===== src/hdl/c2d3_pkg.sv =====
package c2d3_pkg;

  // Sizes of the stream and of the register file
  localparam int MAX_WIDTH_DEF = 1024;
  localparam int MAX_HEIGHT    = 4096;
  localparam int PIX_W         = 8;
  localparam int TAP_W         = 8;
  localparam int TAP_COUNT     = 9;
  localparam int BIAS_W        = 19;
  localparam int OUT_W         = 21;
  localparam int PROD_W        = 17;
  localparam int RSUM_W        = 19;
  localparam int IMG_W_W       = 11;
  localparam int IMG_H_W       = 13;
  localparam int ROW_W         = 12;
  localparam int ADDR_W        = 6;
  localparam int DATA_W        = 64;
  localparam int REG_IDX_W     = 3;

  // Register indexes (byte address 8*index)
  localparam logic [REG_IDX_W-1:0] REG_IMAGE_WIDTH  = 3'd0;
  localparam logic [REG_IDX_W-1:0] REG_IMAGE_HEIGHT = 3'd1;
  localparam logic [REG_IDX_W-1:0] REG_TAPS_FIRST   = 3'd2;
  localparam logic [REG_IDX_W-1:0] REG_TAP_LAST     = 3'd3;
  localparam logic [REG_IDX_W-1:0] REG_BIAS         = 3'd4;

  // Register reset values
  localparam logic [IMG_W_W-1:0] IMAGE_WIDTH_RST  = 11'd1024;
  localparam logic [IMG_H_W-1:0] IMAGE_HEIGHT_RST = 13'd1024;

  // 3x3 window, entry r*3+c, row 0 topmost, column 0 oldest
  typedef logic [TAP_COUNT-1:0][PIX_W-1:0] win_t;
  // Nine taps, tap k multiplies window entry k
  typedef logic [TAP_COUNT-1:0][TAP_W-1:0] taps_t;

  // Position marks that travel with a result word
  typedef struct packed {
    logic row_end;
    logic frame_end;
  } mark_t;

endpackage


===== src/hdl/c2d3_mac.sv =====
// Multiply-accumulate pipe: nine products summed per window row,
// then the three row sums plus bias into the output register.
module c2d3_mac (
  input  logic                             clk,
  input  logic                             rst,
  input  logic                             in_valid,
  output logic                             in_ready,
  input  c2d3_pkg::win_t                   win,
  input  c2d3_pkg::mark_t                  in_mark,
  input  c2d3_pkg::taps_t                  taps,
  input  logic [c2d3_pkg::BIAS_W-1:0]      bias,
  output logic                             out_valid,
  input  logic                             out_ready,
  output logic signed [c2d3_pkg::OUT_W-1:0] filtered,
  output c2d3_pkg::mark_t                  out_mark
);

  logic                                  s2_valid;
  logic signed [c2d3_pkg::RSUM_W-1:0]    row_sum [3];
  logic signed [c2d3_pkg::RSUM_W-1:0]    row_sum_next [3];
  c2d3_pkg::mark_t                       s2_mark;
  logic                                  out_free;
  logic signed [c2d3_pkg::OUT_W-1:0]     filtered_next;

  assign out_free = !out_valid || out_ready;
  assign in_ready = !s2_valid || out_free;

  // Products of signed tap and unsigned pixel, summed per row
  always_comb begin
    logic signed [c2d3_pkg::PROD_W-1:0] prod [c2d3_pkg::TAP_COUNT];
    for (int k = 0; k < c2d3_pkg::TAP_COUNT; k++) begin
      prod[k] = $signed({{(c2d3_pkg::PROD_W - c2d3_pkg::TAP_W){taps[k][c2d3_pkg::TAP_W-1]}},
                         taps[k]})
              * $signed({{(c2d3_pkg::PROD_W - c2d3_pkg::PIX_W){1'b0}}, win[k]});
    end
    for (int r = 0; r < 3; r++) begin
      row_sum_next[r] = c2d3_pkg::RSUM_W'(prod[3*r])
                      + c2d3_pkg::RSUM_W'(prod[3*r+1])
                      + c2d3_pkg::RSUM_W'(prod[3*r+2]);
    end
  end

  // Row sums and bias; the exact result always fits in 21 bits
  assign filtered_next = c2d3_pkg::OUT_W'(row_sum[0])
                       + c2d3_pkg::OUT_W'(row_sum[1])
                       + c2d3_pkg::OUT_W'(row_sum[2])
                       + c2d3_pkg::OUT_W'($signed(bias));

  // Row-sum stage
  always_ff @(posedge clk) begin
    if (rst) begin
      s2_valid <= 1'b0;
    end else if (in_ready) begin
      s2_valid <= in_valid;
    end
  end

  always_ff @(posedge clk) begin
    if (in_ready && in_valid) begin
      for (int r = 0; r < 3; r++) begin
        row_sum[r] <= row_sum_next[r];
      end
      s2_mark <= in_mark;
    end
  end

  // Output word register
  always_ff @(posedge clk) begin
    if (rst) begin
      out_valid <= 1'b0;
    end else if (out_free) begin
      out_valid <= s2_valid;
    end
  end

  always_ff @(posedge clk) begin
    if (out_free && s2_valid) begin
      filtered <= filtered_next;
      out_mark <= s2_mark;
    end
  end

endmodule


===== config.mk =====
export PLATFORM = sky130hd
export DESIGN_NAME = c2d3_mac
export DESIGN_NICKNAME = d
export VERILOG_FILES = /design/src/hdl/c2d3_pkg.sv /design/src/hdl/c2d3_mac.sv
export SDC_FILE = /design/constraint.sdc
export NUM_CORES = 2
export LEC_CHECK = 0
export BUFFER_PORTS_ARGS = -buffer_cell sky130_fd_sc_hd__buf_2
export CAP_MARGIN = 20
export CORE_MARGIN = 2
export CORE_UTILIZATION = 60
export DETAILED_ROUTE_END_ITERATION = 6
export PLACE_DENSITY = 0.8
export SLEW_MARGIN = 10
export SYNTH_ARGS = -nofsm -noshare
export SYNTH_HDL_FRONTEND = slang
export SYNTH_SLANG_ARGS = --single-unit

===== constraint.sdc =====
create_clock -name clk -period 8.34 [get_ports clk]
set_clock_uncertainty 0.05 [all_clocks]
set_input_delay 0.834 -clock clk [delete_from_list [all_inputs] [get_ports clk]]
set_output_delay 0.834 -clock clk [all_outputs]
set_load 0.01 [all_outputs]

## After elaboration in Yosys (flattened, before gate mapping)

Memory sizes are Yosys's and may differ from the RTL's.
Cells that the tools add are included.

| word-level totals | value |
|---|---|
| bits in read-only memories | 0 |
| word-level logic and storage cells | 34 |
| register bits after elaboration | 27 |
| memories | 1 |
| latch bits | 0 |
| output and inout bits | 25 |
| bits in writable memories | 57 |

Memories:

| name | words | width | rd ports | clocked after Yosys merged registers in | write ports | RTL line | RTL |
|---|---|---|---|---|---|---|---|
| row_sum | 3 | 19 | 3 | 0 | 3 | c2d3_mac.sv:19 | `logic signed [c2d3_pkg::RSUM_W-1:0] row_sum [3];` |

| cells by class | value |
|---|---|
| reduce and logical (&&, ||, !) cells | 6 |
| equality and inequality tests | 0 |
| multiply operators | 9 |
| shift-type cells | 0 |
| order comparisons | 0 |
| mux-type cells | 2 |
| add/sub/neg operators | 9 |
| bitwise logic cells | 0 |
| div/mod/pow operators | 0 |

Operator list:

| operator | number |
|---|---|
| $mul A8 B9 Y17 | 9 |
| $add A18 B17 Y19 | 3 |
| $add A17 B17 Y18 | 3 |
| $add A20 B19 Y21 | 1 |
| $add A21 B19 Y21 | 1 |
| $add A19 B19 Y20 | 1 |
| $logic_and A1 B1 Y1 | 2 |
| $logic_not A1 Y1 | 2 |
| $logic_or A1 B1 Y1 | 2 |
| $mux W1 | 2 |

## Logic depth before layout (Yosys ltp)

| logic depth | value |
|---|---|
| depth after elaboration | 6 |
| mapped depth | 23 |
| mapped depth without buffers | 22 |

## Worst setup path before layout

Ideal clock, no wire load.

| timing | value |
|---|---|
| path type | input-to-reg |
| start | input port taps[24] (netlist bit) |
| end | memory row_sum[0][36] (netlist bit) (data pin) |
| path buffers | 0 |
| stages | 19 |
| path slack | 1.866 ns |
| arrival time | 6.164 ns |
| required time | 8.030 ns |
| cell sequence | and2_1 fa_1 fa_1 inv_1 fa_1 fa_1 inv_1 fa_1 inv_1 fa_1 inv_1 fa_1 ha_1 nor2b_4 o31a_1 o41ai_2 o21ai_1 a311oi_2 xnor2_1 |

RTL lines:

| item | RTL line | RTL |
|---|---|---|
| start, declared | c2d3_mac.sv:10 | `input c2d3_pkg::taps_t taps,` |
| end, declared | c2d3_mac.sv:19 |  |

==> results.txt <==
r2r setup slk - 4.35 ns
Max clock buf depth - 2
layer with the highest usage - met2
worst r2r src - row_sum[0][1]$_DFFE_PP_
vias in the first global route - 20000
Tmin final - 6.82 ns
FF-to-FF End - filtered[19]$_DFFE_PP_
DRC - 1
number of enable flip-flop cells after synthesis - 82
RSZ-0062 raised after global routing - false
f_max - 0.147 GHz
Hold WC Path Type - flop to flop
1st-pass router iterations - 7
Post-DP HPWL - 52900 µm
crit path buf inv count - 6
GR Layer Usage met2 - 47.4%
Critical Path Fanout Max - 9
Mapped Area - 0.0257 mm²
distinct cell type count of the synthesized netlist - 54
worst slew pin tran - 0.897 ns
Fill cells - 3340
slowest cell on the critical path - o31ai_1
# rows - 75
cells along the critical path - buf_2, clkinv_1, nor2_1, fa_1, inv_1, fa_1, fa_1, fa_1, inv_1, fa_1, fa_1, inv_1, fa_1, inv_1, ha_1, o21a_1, o31a_1, o21ai_1, o31ai_1, a221oi_1, xnor2_1
Die W - 211 µm
CP most frequent cell - fa_1
crit-path max cell delay - 0.74 ns
Routed WL - 59400 µm
M3 GR Usage - 4.71%
ys flop type - edfxtp_1
post-synthesis sequential area ratio - 9.74%
I/O Buffers - 193
FFs w/ async S/R, synth - 0%
Congestion Overflow GR - 0
Syn Area/Cell - 9.69 µm²
grt met1 use - 38.1%
setup_tns - 0 ns
share of cells above drive strength 1 - 7.64%
Final period util - 81.8%
routed len/inst - 17.5 µm
post-synth top area share - 41.8%
Yosys Warn Count - 0
vias per cell - 5.38
Yosys reg bits - 84
global-route wire length before repair - 98500 µm
Area Growth Syn to Fin - 7.54%
Worst EP arrival - 6.87 ns
critical path class - primary input to flop
CTS tree - built
Setup violations, final - 0
clk root buf - clkbuf_16
slew margin rel. - 39.7%
Worst Path Required - 8.39 ns
Post-CTS Setup Repair Bufs - 0
largest net degree at the start of global routing - 60
Initial Util - 61.0%
Post-CTS Resized - 0
Final ANT Viol Nets - 0
post-synthesis instance total - 2651
post-synth top area cell - fa_1
end of the worst hold path - out_mark[1]$_DFFE_PP_
initial DRC count - 1157
# hold bufs at CTS - 0
final hold viol count - 0
CORE AREA - 0.0421 mm²
Hold Path Depth - 0
GR Util All Layers - 28.5%
violated checks - design-rule violations
cell family with most CP delay - adder cells
Die Y - 211 µm
H-tree depth - 3
Num CTS Buffers - 9
Syn Nets - 3710
Synth area leaders - fa_1 (42%), ha_1 (17%), inv_1 (11%)
FF-to-FF path depth - 11
RePlAce Congestion - 1.02
top-count cell post-synth - inv_1
crit end category - flop
initial antenna violation count - 3
Hold Path Origin - s2_mark[1]$_DFFE_PP_
Synth top cells by count - inv_1 (742), fa_1 (537), ha_1 (353), and2_1 (304), nand2_1 (228)
Max Slew Vio Count - 0
routed vias - 18300
Worst setup SP type - primary input
# IOs - 194
CTS sink cnt - 84
MaxCap Viol Count - 0
clk_lat worst skew - 0.35 ns
status - finished with violations
clk slew on worst S/H paths - 0.06 ns
nets - 3907
full die area - 0.0445 mm²
logic make-up after synthesis:
| group | after synthesis | synth area share [%] |
|---|---|---|
| fa+ha+maj | 890 | 59.0 |
| buf+inv | 753 | 11.0 |
| simple gates | 699 | 14.0 |
| compound gates | 160 | 4.03 |
| flops | 84 | 9.74 |
| xor+xnor | 64 | 2.18 |
| mux | 1 | 0.0390 |
cells in the final DEF (no fill, tap or decap), types with 3 or more instances in the layout:
cell | netlist | routed
nand4_1 | 5 | 5
xnor2_1 | 51 | 51
a21o_1 | 17 | 17
nor2b_1 | 17 | 16
nand2_1 | 228 | 228
ha_1 | 353 | 353
o22ai_1 | 3 | 3
xor2_1 | 13 | 13
nor3_1 | 8 | 8
clkbuf_16 | 0 | 9
o31a_1 | 3 | 3
o211ai_1 | 4 | 4
a31oi_1 | 10 | 10
inv_1 | 742 | 742
buf_2 | 0 | 193
a211oi_1 | 10 | 10
o21a_1 | 9 | 9
o21ai_1 | 6 | 6
o21bai_1 | 5 | 5
edfxtp_1 | 82 | 82
fa_1 | 537 | 537
a21oi_1 | 43 | 43
nand2b_1 | 33 | 33
a211o_1 | 3 | 3
o21ai_0 | 31 | 31
diode_2 | 0 | 3
nand3_1 | 10 | 10
nor2_1 | 82 | 82
and2_1 | 304 | 303
stage by stage:
stage / setup WS (ns) / hold slack [ns] / utilization [%] / area, µm² / std cells
final: 1.52 / 0.378 / 65.6 / 27600 / 3395
after global routing: 1.19 / 0.388 / 65.6 / 27600 / 3395
after CTS: 1.62 / 0.383 / 65.6 / 27600 / 3392
after detailed placement: 1.26 / 0.369 / 64.9 / 27300 / 3376
after global placement: 1.38 / 0.352 / 64.8 / 27300 / 3375
after floorplan: 1.87 / 0.350 / - / 25700 / 2651
flip-flops by register name, summed over array words and instances, names as in the netlist:
name and count:
row_sum 57, out_valid 1, s2_valid 1, out_mark 2, s2_mark 2, filtered 21
how the worst max path moves through the flow:
| stage | startpoint | endpoint | depth (start not counted) |
|---|---|---|---|
| 2_1_floorplan | taps[24] | row_sum[0][36]$_DFFE_PP_ | 19 |
| 3_3_place_gp | taps[55] | row_sum[0][55]$_DFFE_PP_ | 21 |
| 3_5_place_dp | taps[55] | row_sum[0][55]$_DFFE_PP_ | 21 |
| 4_1_cts | taps[55] | row_sum[0][55]$_DFFE_PP_ | 21 |
| 5_1_grt | taps[55] | row_sum[0][55]$_DFFE_PP_ | 21 |
| 6_report | taps[55] | row_sum[0][55]$_DFFE_PP_ | 21 |
final cells by class:
class | count | area [µm²] | share of cell area, %
repair buffers | 195 | 988 | 3.58
flip-flops and latches | 84 | 2500 | 9.06
inverters | 744 | 2790 | 10.1
clock buffers | 12 | 246 | 0.892
well taps | 539 | 674 | 2.44
diodes | 3 | 7.51 | 0.0272
multi-input cells | 1814 | 20400 | 73.7
clock inverters | 4 | 50.0 | 0.181
routing by layer:
layer / wire length (µm) / share of wire, %
met4: 2290 / 3.9
met1: 23800 / 40
met2: 29000 / 49
met5: 0 / 0
met3: 4300 / 7.2
Power is left out: the tool's default activity adds up to more than one toggle a clock period on the data nets, which glitch-free logic cannot reach.
